### config.mk
export PLATFORM = sky130hd
export DESIGN_NAME = sixteen_bit_alu_condition_codes
export DESIGN_NICKNAME = d
export VERILOG_FILES = /design/src/sba_pkg.sv /design/src/sba_alu.sv /design/src/sba_branch.sv /design/src/sixteen_bit_alu_condition_codes.sv
export VERILOG_INCLUDE_DIRS = /design/src /design/src/src
export SDC_FILE = /design/constraint.sdc
export NUM_CORES = 1
export LEC_CHECK = 0
export ABC_AREA = 1
export ABC_CLOCK_PERIOD_IN_PS = 4000
export BUFFER_PORTS_ARGS = -buffer_cell sky130_fd_sc_hd__buf_2
export CAP_MARGIN = 20
export CORE_MARGIN = 1
export CORE_UTILIZATION = 56
export CTS_BUF_LIST = sky130_fd_sc_hd__clkbuf_8
export DETAILED_ROUTE_END_ITERATION = 8
export PLACE_DENSITY = 0.83
export SETUP_SLACK_MARGIN = 0.1
export SYNTH_ARGS = -nofsm -noshare
export SYNTH_HDL_FRONTEND = slang
export SYNTH_SLANG_ARGS = --single-unit
### constraint.sdc
create_clock -name clk -period 4 [get_ports clk]
set_input_delay 0.4 -clock clk [delete_from_list [all_inputs] [get_ports clk]]
set_output_delay 0.4 -clock clk [all_outputs]
set_load 0.02 [all_outputs]
### src/sixteen_bit_alu_condition_codes_macros.svh
// ---------------------------------------------------------------------------
// Assertion macros for the sixteen-bit ALU execute stage
// Concurrent property wrappers, clocked on clk and gated by rst.
// ---------------------------------------------------------------------------
`ifndef SIXTEEN_BIT_ALU_CONDITION_CODES_MACROS_SVH
`define SIXTEEN_BIT_ALU_CONDITION_CODES_MACROS_SVH

// Same-cycle implication
`define SBA_ASSERT_NOW(label, ante, cons, msg) \
  label: assert property (@(posedge clk) disable iff (rst) (ante) |-> (cons)) \
    else $error(msg);

// Next-cycle implication
`define SBA_ASSERT_NEXT(label, ante, cons, msg) \
  label: assert property (@(posedge clk) disable iff (rst) (ante) |=> (cons)) \
    else $error(msg);

`endif

### src/sba_pkg.sv
`timescale 1ns / 1ps
// ---------------------------------------------------------------------------
// sba_pkg
// Shared operation codes, branch conditions, beat layouts and the branch
// condition truth table for the ALU execute stage.
// ---------------------------------------------------------------------------
package sba_pkg;

  // Operation codes
  localparam logic [4:0] CMD_MOV    = 5'd0;
  localparam logic [4:0] CMD_CMP    = 5'd1;
  localparam logic [4:0] CMD_BIT    = 5'd2;
  localparam logic [4:0] CMD_BIC    = 5'd3;
  localparam logic [4:0] CMD_BIS    = 5'd4;
  localparam logic [4:0] CMD_ADD    = 5'd5;
  localparam logic [4:0] CMD_SUB    = 5'd6;
  localparam logic [4:0] CMD_CLR    = 5'd7;
  localparam logic [4:0] CMD_COM    = 5'd8;
  localparam logic [4:0] CMD_INC    = 5'd9;
  localparam logic [4:0] CMD_DEC    = 5'd10;
  localparam logic [4:0] CMD_NEG    = 5'd11;
  localparam logic [4:0] CMD_ADC    = 5'd12;
  localparam logic [4:0] CMD_SBC    = 5'd13;
  localparam logic [4:0] CMD_TST    = 5'd14;
  localparam logic [4:0] CMD_ROR    = 5'd15;
  localparam logic [4:0] CMD_ROL    = 5'd16;
  localparam logic [4:0] CMD_ASR    = 5'd17;
  localparam logic [4:0] CMD_ASL    = 5'd18;
  localparam logic [4:0] CMD_SWAB   = 5'd19;
  localparam logic [4:0] CMD_CCC    = 5'd20;
  localparam logic [4:0] CMD_SCC    = 5'd21;
  localparam logic [4:0] CMD_BRANCH = 5'd22;

  // Branch conditions
  localparam logic [3:0] BC_BR   = 4'd0;
  localparam logic [3:0] BC_BNE  = 4'd1;
  localparam logic [3:0] BC_BEQ  = 4'd2;
  localparam logic [3:0] BC_BGE  = 4'd3;
  localparam logic [3:0] BC_BLT  = 4'd4;
  localparam logic [3:0] BC_BGT  = 4'd5;
  localparam logic [3:0] BC_BLE  = 4'd6;
  localparam logic [3:0] BC_BPL  = 4'd7;
  localparam logic [3:0] BC_BMI  = 4'd8;
  localparam logic [3:0] BC_BHI  = 4'd9;
  localparam logic [3:0] BC_BLOS = 4'd10;
  localparam logic [3:0] BC_BVC  = 4'd11;
  localparam logic [3:0] BC_BVS  = 4'd12;
  localparam logic [3:0] BC_BCC  = 4'd13;
  localparam logic [3:0] BC_BCS  = 4'd14;

  // Flag bit positions
  localparam int unsigned FL_N = 3;
  localparam int unsigned FL_Z = 2;
  localparam int unsigned FL_V = 1;
  localparam int unsigned FL_C = 0;

  localparam int unsigned IN_BITS  = 74;
  localparam int unsigned IN_BYTES = 80;
  localparam int unsigned OUT_BITS = 38;
  localparam int unsigned OUT_BYTES = 40;

  // Input beat, last field in the lowest bits
  typedef struct packed {
    logic signed [7:0] branch_offset;
    logic [15:0]       pc_in;
    logic [3:0]        branch_cond;
    logic [3:0]        code_mask;
    logic [3:0]        flags_in;
    logic [15:0]       dst_word;
    logic [15:0]       src_word;
    logic              byte_mode;
    logic [4:0]        cmd;
  } item_t;

  // ALU side of a result
  typedef struct packed {
    logic [3:0]  flags_out;
    logic        write_back;
    logic [15:0] result_word;
  } alu_res_t;

  // Branch side of a result
  typedef struct packed {
    logic [15:0] next_pc;
    logic        branch_taken;
  } br_res_t;

  // Output beat, last field in the lowest bits
  typedef struct packed {
    logic [15:0] next_pc;
    logic        branch_taken;
    logic [3:0]  flags_out;
    logic        write_back;
    logic [15:0] result_word;
  } result_t;

  // Truth table of each condition, indexed by the NZVC nibble
  function automatic logic [15:0] cond_bits(input logic [3:0] cond);
    logic [15:0] bits;
    unique case (cond)
      BC_BR:   bits = 16'hFFFF;
      BC_BNE:  bits = 16'h0F0F;
      BC_BEQ:  bits = 16'hF0F0;
      BC_BGE:  bits = 16'hCC33;
      BC_BLT:  bits = 16'h33CC;
      BC_BGT:  bits = 16'h0C03;
      BC_BLE:  bits = 16'hF3FC;
      BC_BPL:  bits = 16'h00FF;
      BC_BMI:  bits = 16'hFF00;
      BC_BHI:  bits = 16'h0505;
      BC_BLOS: bits = 16'hFAFA;
      BC_BVC:  bits = 16'h3333;
      BC_BVS:  bits = 16'hCCCC;
      BC_BCC:  bits = 16'h5555;
      BC_BCS:  bits = 16'hAAAA;
      default: bits = 16'h0000;
    endcase
    return bits;
  endfunction

endpackage

### src/sba_alu.sv
`timescale 1ns / 1ps
// ---------------------------------------------------------------------------
// sba_alu
// Result word, write-back flag and new NZVC for the two-operand, one-operand,
// shift, swap and condition-code groups. Purely combinational.
// ---------------------------------------------------------------------------
module sba_alu
  import sba_pkg::*;
(
  input  item_t    item,
  output alu_res_t res
);

  logic        bym;
  logic [15:0] s;
  logic [15:0] d;
  logic [15:0] mask;
  logic [15:0] sign;
  logic [16:0] sum_sd;
  logic [16:0] dif_sd;
  logic [16:0] dif_ds;
  logic        cin;
  logic [15:0] r;
  logic        wb;
  logic        nv;
  logic        cv;
  logic        arith;
  logic        shiftv;
  logic        n_bit;
  logic        z_bit;
  logic [3:0]  fout;
  logic [15:0] r_ext;

  // Byte mode does not apply to ADD, SUB and SWAB
  assign bym  = item.byte_mode &&
                !(item.cmd == CMD_ADD || item.cmd == CMD_SUB || item.cmd == CMD_SWAB);
  assign mask = bym ? 16'h00FF : 16'hFFFF;
  assign sign = bym ? 16'h0080 : 16'h8000;
  assign s    = item.src_word & mask;
  assign d    = item.dst_word & mask;
  assign cin  = item.flags_in[FL_C];

  assign sum_sd = {1'b0, s} + {1'b0, d};
  assign dif_sd = {1'b0, s} - {1'b0, d};
  assign dif_ds = {1'b0, d} - {1'b0, s};

  // Operation decode
  always_comb begin
    r      = 16'h0000;
    wb     = 1'b0;
    nv     = item.flags_in[FL_V];
    cv     = cin;
    arith  = 1'b1;
    shiftv = 1'b0;
    unique case (item.cmd)
      CMD_MOV: begin
        r = s; nv = 1'b0; wb = 1'b1;
      end
      CMD_CMP: begin
        r  = dif_sd[15:0] & mask;
        cv = dif_sd[16];
        nv = |(((s ^ d) & ~(d ^ r)) & sign);
      end
      CMD_BIT: begin
        r = s & d; nv = 1'b0;
      end
      CMD_BIC: begin
        r = d & ~s & mask; nv = 1'b0; wb = 1'b1;
      end
      CMD_BIS: begin
        r = d | s; nv = 1'b0; wb = 1'b1;
      end
      CMD_ADD: begin
        r  = sum_sd[15:0];
        cv = sum_sd[16];
        nv = |((~(s ^ d) & (d ^ r)) & sign);
        wb = 1'b1;
      end
      CMD_SUB: begin
        r  = dif_ds[15:0];
        cv = dif_ds[16];
        nv = |(((s ^ d) & (d ^ r)) & sign);
        wb = 1'b1;
      end
      CMD_CLR: begin
        r = 16'h0000; nv = 1'b0; cv = 1'b0; wb = 1'b1;
      end
      CMD_COM: begin
        r = ~d & mask; nv = 1'b0; cv = 1'b1; wb = 1'b1;
      end
      CMD_INC: begin
        r = (d + 16'd1) & mask; nv = (d == sign - 16'd1); wb = 1'b1;
      end
      CMD_DEC: begin
        r = (d - 16'd1) & mask; nv = (d == sign); wb = 1'b1;
      end
      CMD_NEG: begin
        r  = (16'd0 - d) & mask;
        cv = (r != 16'd0);
        nv = (r == sign);
        wb = 1'b1;
      end
      CMD_ADC: begin
        r  = (d + {15'd0, cin}) & mask;
        nv = cin && (d == sign - 16'd1);
        cv = cin && (d == mask);
        wb = 1'b1;
      end
      CMD_SBC: begin
        r  = (d - {15'd0, cin}) & mask;
        nv = cin && (d == sign);
        cv = cin && (d == 16'd0);
        wb = 1'b1;
      end
      CMD_TST: begin
        r = d; nv = 1'b0; cv = 1'b0;
      end
      CMD_ROR: begin
        r  = (d >> 1) | (cin ? sign : 16'h0000);
        cv = d[0]; shiftv = 1'b1; wb = 1'b1;
      end
      CMD_ROL: begin
        r  = ((d << 1) & mask) | {15'd0, cin};
        cv = |(d & sign); shiftv = 1'b1; wb = 1'b1;
      end
      CMD_ASR: begin
        r  = (d >> 1) | (d & sign);
        cv = d[0]; shiftv = 1'b1; wb = 1'b1;
      end
      CMD_ASL: begin
        r  = (d << 1) & mask;
        cv = |(d & sign); shiftv = 1'b1; wb = 1'b1;
      end
      CMD_SWAB: begin
        r = {d[7:0], d[15:8]}; wb = 1'b1; arith = 1'b0;
        nv = 1'b0; cv = 1'b0;
      end
      default: begin
        arith = 1'b0;
      end
    endcase
  end

  assign n_bit = |(r & sign);
  assign z_bit = ((r & mask) == 16'h0000);

  // Assemble new condition codes
  always_comb begin
    fout = item.flags_in;
    if (arith) begin
      fout = {n_bit, z_bit, (shiftv ? (n_bit ^ cv) : nv), cv};
    end else if (item.cmd == CMD_SWAB) begin
      fout = {r[7], (r[7:0] == 8'h00), 1'b0, 1'b0};
    end else if (item.cmd == CMD_CCC) begin
      fout = item.flags_in & ~item.code_mask;
    end else if (item.cmd == CMD_SCC) begin
      fout = item.flags_in | item.code_mask;
    end
  end

  // Sign-extend byte results
  assign r_ext = (bym && r[7]) ? (r | 16'hFF00) : r;

  assign res.result_word = r_ext;
  assign res.write_back  = wb;
  assign res.flags_out   = fout;

endmodule

### src/sba_branch.sv
`timescale 1ns / 1ps
// ---------------------------------------------------------------------------
// sba_branch
// Branch condition test against the incoming flags and target PC adder.
// ---------------------------------------------------------------------------
module sba_branch
  import sba_pkg::*;
(
  input  item_t   item,
  output br_res_t res
);

  logic [15:0] cbits;
  logic        taken;
  logic [15:0] disp;

  assign cbits = cond_bits(item.branch_cond);
  assign taken = (item.cmd == CMD_BRANCH) && cbits[item.flags_in];

  // Word offset, sign-extended and doubled
  assign disp = {{7{item.branch_offset[7]}}, item.branch_offset, 1'b0};

  assign res.branch_taken = taken;
  assign res.next_pc      = taken ? (item.pc_in + disp) : item.pc_in;

endmodule

### src/sixteen_bit_alu_condition_codes.sv
`timescale 1ns / 1ps
// ---------------------------------------------------------------------------
// sixteen_bit_alu_condition_codes
// Execute stage: operand register, single-pass ALU and branch logic, result
// register. One instruction per cycle while m_axis is not stalled.
// ---------------------------------------------------------------------------
//  Channel   Dir  Width  Contents
//  s_axis    in   80     instruction operands, flags, branch fields
//  m_axis    out  40     result word, write-back, flags, branch, next PC
//
//  A beat passes from the operand register to the result register; one
//  beat is taken every cycle while m_axis is not stalled, set by the single
//  ALU pass between operand and result registers. Reset empties both
//  registers. A stall on m_axis holds the result register; the operand
//  register keeps taking beats until it is full behind it.
// ---------------------------------------------------------------------------
`include "sixteen_bit_alu_condition_codes_macros.svh"

module sixteen_bit_alu_condition_codes
  import sba_pkg::*;
(
  input  logic        clk,
  input  logic        rst,
  input  logic        s_axis_tvalid,
  output logic        s_axis_tready,
  // low to high: cmd[4:0], byte_mode[5], src_word[21:6], dst_word[37:22],
  // flags_in[41:38], code_mask[45:42], branch_cond[49:46], pc_in[65:50],
  // branch_offset[73:66], zero fill[79:74]
  input  logic [79:0] s_axis_tdata,
  output logic        m_axis_tvalid,
  input  logic        m_axis_tready,
  // low to high: result_word[15:0], write_back[16], flags_out[20:17],
  // branch_taken[21], next_pc[37:22], zero fill[39:38]
  output logic [39:0] m_axis_tdata
);

  logic     in_valid;
  item_t    in_item;
  logic     out_valid;
  result_t  out_res;
  logic     out_adv;
  alu_res_t alu_res;
  br_res_t  br_res;

  // Result register moves when empty or drained
  assign out_adv       = !out_valid || m_axis_tready;
  assign s_axis_tready = !in_valid || out_adv;

  // Operand register
  always_ff @(posedge clk) begin
    if (rst) begin
      in_valid <= 1'b0;
    end else if (s_axis_tready) begin
      in_valid <= s_axis_tvalid;
    end
  end

  always_ff @(posedge clk) begin
    if (s_axis_tready && s_axis_tvalid) begin
      in_item <= item_t'(s_axis_tdata[IN_BITS-1:0]);
    end
  end

  sba_alu u_alu (
    .item (in_item),
    .res  (alu_res)
  );

  sba_branch u_branch (
    .item (in_item),
    .res  (br_res)
  );

  // Result register
  always_ff @(posedge clk) begin
    if (rst) begin
      out_valid <= 1'b0;
    end else if (out_adv) begin
      out_valid <= in_valid;
    end
  end

  always_ff @(posedge clk) begin
    if (out_adv && in_valid) begin
      out_res.result_word  <= alu_res.result_word;
      out_res.write_back   <= alu_res.write_back;
      out_res.flags_out    <= alu_res.flags_out;
      out_res.branch_taken <= br_res.branch_taken;
      out_res.next_pc      <= br_res.next_pc;
    end
  end

  assign m_axis_tvalid = out_valid;
  assign m_axis_tdata  = {{(OUT_BYTES - OUT_BITS){1'b0}}, out_res};

  // Checks
  `SBA_ASSERT_NEXT(a_beat_moves_on, in_valid && out_adv, out_valid,
    "operand beat did not reach the result register")
  `SBA_ASSERT_NEXT(a_stalled_beat_kept, in_valid && !out_adv, in_valid,
    "operand beat lost while the result register was stalled")
  `SBA_ASSERT_NOW(a_branch_no_store, m_axis_tvalid && m_axis_tdata[21],
    !m_axis_tdata[16], "taken branch marked for write-back")

endmodule
After elaboration in Yosys (flattened, before gate mapping)
Memory sizes are Yosys's and may differ from the RTL's. A register that Yosys moved wholly into a read port is not among the register bits. Index checks and enable logic that the tools add are counted.

Memories: 1. Register bits after elaboration: 114. Output and inout port bits: 42. Logic and storage cells: 144. Bits of input ports: 84. ROM bits: 256.

Reductions and logical operators: 33. Bitwise operators: 38. Magnitude comparators: 1. Equality and inequality tests: 26. Add/subtract/negate cells: 10. Muxes and demuxes: 18.

Memory list: (no name shown) (depth 16, bits a word 16, rd ports 1, clocked after Yosys merged registers in 1, wr ports 0, line sba_pkg.sv:100) `unique case (cond)`.

Operators by type and width (count): AND 16 bit (22); case mux 16 bit (19 select lines) (1); OR reduction 16 bit (5); equality test 16 bit (4); 2-to-1 mux 16 bit (4); inverter 16 bit (4); XOR 16 bit (4); equality test 5 x 4 -> 1 bit, second input constant (8); equality test 5 bit, second input constant (7); subtractor 16 x 16 -> 17 bit (2); zero test 16 bit (2); OR 15 x 16 -> 16 bit (2); subtractor 16 x 1 -> 16 bit, second input constant (2); equality test 5 x 3 -> 1 bit, second input constant (4); 2-to-1 mux 4 bit (5); OR reduction 19 bit (1); adder 16 x 16 -> 17 bit (1); OR reduction 17 bit (1); adder 16 x 1 -> 16 bit (1); adder 16 x 1 -> 16 bit, second input constant (1); adder 16 bit (1); OR 16 x 1 -> 16 bit (1); OR 16 bit (1); nonzero test 16 bit (1); 22 further kinds (41).

Longest topological paths before layout
Depth in word-level cells: 17. Gate-level depth with buffers: 30. Mapped depth without buffers: 28.

Cells and area by module
Synthesis repeated with hierarchy kept, for this count alone.

Cells, all modules: 1566. Area total of the unflattened synthesis: 10989.3 um^2.

Modules (own cells, without submodules): sba_alu (sequential area each 0.0 um^2, instances 1, cells each 1189, area an instance 6203.4 um^2); sixteen_bit_alu_condition_codes (sequential area each 3403.3 um^2, instances 1, cells each 127, area an instance 3473.3 um^2); sba_branch (sequential area each 0.0 um^2, instances 1, cells each 250, area an instance 1312.5 um^2).

Worst setup path before layout
No wires, ideal clock.

Path kind: register -> register. Start point: register in_item[3] in the netlist's numbering. End point: register out_res (netlist bit m_axis_tdata[18]), data pin. Path slack: 272 ps. Cell stages (with the launch flop): 26. Period minus slack after synthesis: 3728 ps. Library setup time: 259 ps. Path buffers: 3. Arrival: 3469 ps. Data required time: 3741 ps. Cell sequence: edfxtp_1 nor2_1 nand3_2 nand2_2 inv_1 nand2_4 buf_8 buf_2 nand2_1 ha_1 clkbuf_1 inv_1 a21oi_1 nor3_1 nor4_1 nand2_1 o21ai_0 o21ai_0 nor2_1 nand2_1 inv_1 nand3_1 nand2_2 nand3_1 nand3_1 a21oi_1.

RTL lines: from (decl) (line sixteen_bit_alu_condition_codes.sv:38) `item_t in_item;`; from (signal assigned) (line sixteen_bit_alu_condition_codes.sv:60) `in_item <= item_t'(s_axis_tdata[IN_BITS-1:0]);`; to (decl) (line sixteen_bit_alu_condition_codes.sv:40) `result_t out_res;`.

==> results.txt <==
----------------------------------------------------
[Outcome]
  Run status ... finished, final reports clean

[Finish]
  Post-layout util ... 72.20%
  Commonest cells after routing, fill and taps aside ... 297 x sky130_fd_sc_hd__nand2_1, 167 x sky130_fd_sc_hd__inv_1, 161 x sky130_fd_sc_hd__nor2_1, 161 x sky130_fd_sc_hd__buf_4, 121 x sky130_fd_sc_hd__o21ai_0
  Final cell area excluding filler cells ... 14050 µm²
  Area overhead of the layout relative to synthesis ... 26.29%
  Final-stage net count ... 1968
  Fin cells ... 2070
  Proportion of layout cells with a drive suffix above 1 ... 25.15%
  Most common cell after layout, fill and taps aside ... sky130_fd_sc_hd__nand2_1
  Number of inserted diodes ... 0
  Count of fill cells added during filler insertion ... 1517

[Worst setup path]
  Kind of end point of the critical path ... register
  Kind of cell with the highest combined delay on the critical path ... simple AND/OR/NAND/NOR gates
  Critical path class ... register to register
  Biggest fanout along the worst timing path ... 6
  Start point of the critical path ... in_item[1]
  Cell at the slowest stage of the critical path ... sky130_fd_sc_hd__edfxtp_1
  Slowest Stage Delay on Critical Path ... 470 ps
  Critical register-to-register path startpoint ... in_item[1]
  CP required ... 4320 ps
  Worst Path Buf+Inv ... 7
  Data arrival time of the critical path ... 4250 ps
  Worst Setup Start Kind ... register
  Cell type with the highest occurrence count on the critical path ... sky130_fd_sc_hd__nand2_1

[Route]
  DRC violation total after the first TritonRoute iteration ... 1781
  Detail Route Antenna Nets ... 0
  DRC viols ... 0
  Routed wire length per instance ... 20.54 µm
  Met3 Routed Length ... 5472 µm
  Number of iterations in the first detailed-routing pass ... 6
  Final wirelength ... 42520 µm
  Total length of routed met2 wires ... 18490 µm
  Top layer reached by signal wires ... met4
  Via-per-instance ratio ... 6.210
  Post-route met1 wirelength ... 15540 µm
  Total number of vias ... 12860

[Power and ir drop]
  Power density relative to cell area ... 303.9 nW/µm²
  Design internal power ... 2.709 mW
  Clock share of power ... 26.9%
  VDD IR-drop max ... 0.3693 mV
  Reported leakage power ... 6.558 nW
  Switching component of the power ... 1.561 mW
  Share of total power in sequential cells ... 38.5%
  Net switching fraction of the power ... 36.57%
  Combinational share of power ... 34.5%

[Synthesis]
  Total number of yosys warnings ... 0
  Synthesized flop and latch total ... 130
  Area of the mapped netlist ... 11130 µm²
  Share of the synthesized area in the top cell type ... 30.23%
  Post-synthesis area per instance ... 7.311 µm²
  Area leader, netlist ... sky130_fd_sc_hd__edfxtp_1
  Number of flops mapped to enable cells by yosys ... 112
  Cells after Synth ... 1522
  Dominant register cell in the synthesized netlist ... sky130_fd_sc_hd__edfxtp_1
  Number of distinct library cells after synthesis ... 53
  Synth area leaders ... sky130_fd_sc_hd__edfxtp_1 30%, sky130_fd_sc_hd__nand2_1 10%, sky130_fd_sc_hd__ha_1 9.9%, sky130_fd_sc_hd__nor2_1 6.1%, sky130_fd_sc_hd__inv_1 6.0%
  Sequential fraction of the synthesis area ... 33.46%
  Post-synth ARST share ... 0%

[Placed design]
  Routability Congestion ... 1.081
  Cell count after placement ... 2009
  Sum of net half-perimeters after detailed placement ... 31990 µm
  Count of buffers inserted at the top-level ports ... 117
  Post-DP Area ... 12950 µm²

[GRT]
  Number of antenna violations at the first check in global routing ... 0
  Gr usage total ... 40.68%
  Vias in the first global route ... 11900
  Pin count of the biggest net entering global routing ... 75
  Overflow left after global routing ... 0
  Wire length of the first global-routing pass ... 61960 µm

[Clocking]
  Root Buffer Master ... sky130_fd_sc_hd__clkbuf_8
  CTS Buf Count ... 17
  Clk slew on worst S/H paths ... 100 ps
  Clock net sink count ... 130
  Clock Path Buffers ... 2
  Clock tree from TritonCTS ... built
  Hold Buf Count CTS ... 0
  Insertion delay to the later sink of the worst-skew pair ... 470 ps
  H-tree depth ... 4

[Worst hold path]
  Hold Startpoint ... s_axis_tdata[20]
  Type of the tightest min-delay check ... primary input to register

[Die]
  Initial core utilization ... 57.17%
  Core footprint ... 19460 µm²
  I/O pin cnt ... 126
  Die area ... 20440 µm²
  Die span in y ... 143.0 µm
  Chip width ... 143.0 µm
  Std-Cell Rows ... 51

[STA]
  Worst setup skew after layout ... 24.74 ps
  Max Transition Viols Final ... 0
  Top achievable clock speed ... 254.9 MHz
  RSZ-0062 raised after global routing ... yes
  Max-Slew Margin vs Limit ... 35.82%
  Fin Setup TNS ... 0 ps
  Period Utilization, post-route ... 98.07%
  Final Hold Vio Count ... 0
  Final setup violation count ... 0
  Worst Max-Slew Pin Slew ... 962.7 ps
  Final critical path time including I/O delays and setup ... 3923 ps

[Run]
  Max-capacitance violation count ... 0

----------------------------------------------------
-- flip-flops by register name, summed over array words and instances (netlist names) --
name	count
in_item	74
in_valid	1
m_axis_tdata	38
m_axis_tvalid	1
u_branch.cbits	16
-- routing by layer --
metal / up-vias / track usage [%]
li1: 5717 / -
met1: 5866 / 50.06
met2: 1007 / 62.75
met3: 265 / 11.13
met4: 0 / 26.15
met5: - / 0
-- cells by family after synthesis --
group | synth area share, %
AOI/OAI and AO/OA | 18.19
xor gates and xnor gates | 2.125
adders and majority gates | 10.62
buffers and inverters | 8.175
DFF | 33.46
other | 0.03370
and+or+nand+nor | 27.39
-- synth_stat cells (all sizes together), types with 10 or more instances --
cell	count
nand2	325
nor2	196
inv	183
o21ai	136
a21oi	121
edfxtp	112
nand3	103
ha	88
clkbuf	27
xor2	22
nand4	19
nor3	19
o22ai	19
dfxtp	18
buf	12
o211ai	11
clkinv	10
or2	10
-- through the flow --
stage	power, mW	hold WS (ps)	setup WS, ps
final	4.270	93.06	77.38
after global routing	4.424	95.13	-41.44
after CTS	4.078	82.10	101.2
after detailed placement	2.947	416.3	18.82
after global placement	2.913	402.9	89.97
after floorplan	2.430	400.3	272.1
-- path summary, 6_finish.rpt --
path | endpoint | slack (ps) | cells past startpoint
worst max-delay path | m_axis_tdata[19] | 80 | 26
worst min-delay path | in_item[20] | 90 | 1
worst max register to register | m_axis_tdata[19] | 80 | 26
worst min register to register | m_axis_tdata[22] | 430 | 0
-- final cells by class --
cell class              instances  area, µm²  area share (%)
clock buffers                  18      247.7           1.763
clock inverters                14      137.6          0.9794
inverters                     193      724.4           5.155
multi-input cells            1161       6934           49.35
flip-flops and latches        130       3724           26.50
well taps                     265      331.6           2.360
repair buffers                289       1953           13.90
-- timing repair --
action / CTS / global route
gates resized for setup: 8 / 122
buffers inserted: 4 / 24
pin swaps: 0 / 44
cloned: 0 / 0
endpoints found under the setup margin: 1 / 7
-- power by group through the flow --
| stage | logic (mW) | registers [mW] | clock network, mW |
|---|---|---|---|
| 4_1_cts | 1.29 | 1.64 | 1.14 |
| 6_report | 1.48 | 1.64 | 1.15 |
| 5_1_grt | 1.58 | 1.65 | 1.19 |
| 3_3_place_gp | 1.24 | 1.67 | 0 |
| 3_5_place_dp | 1.27 | 1.67 | 0 |
| 2_1_floorplan | 0.739 | 1.69 | 0 |
Note: power is estimated with default switching activity, not from simulation.
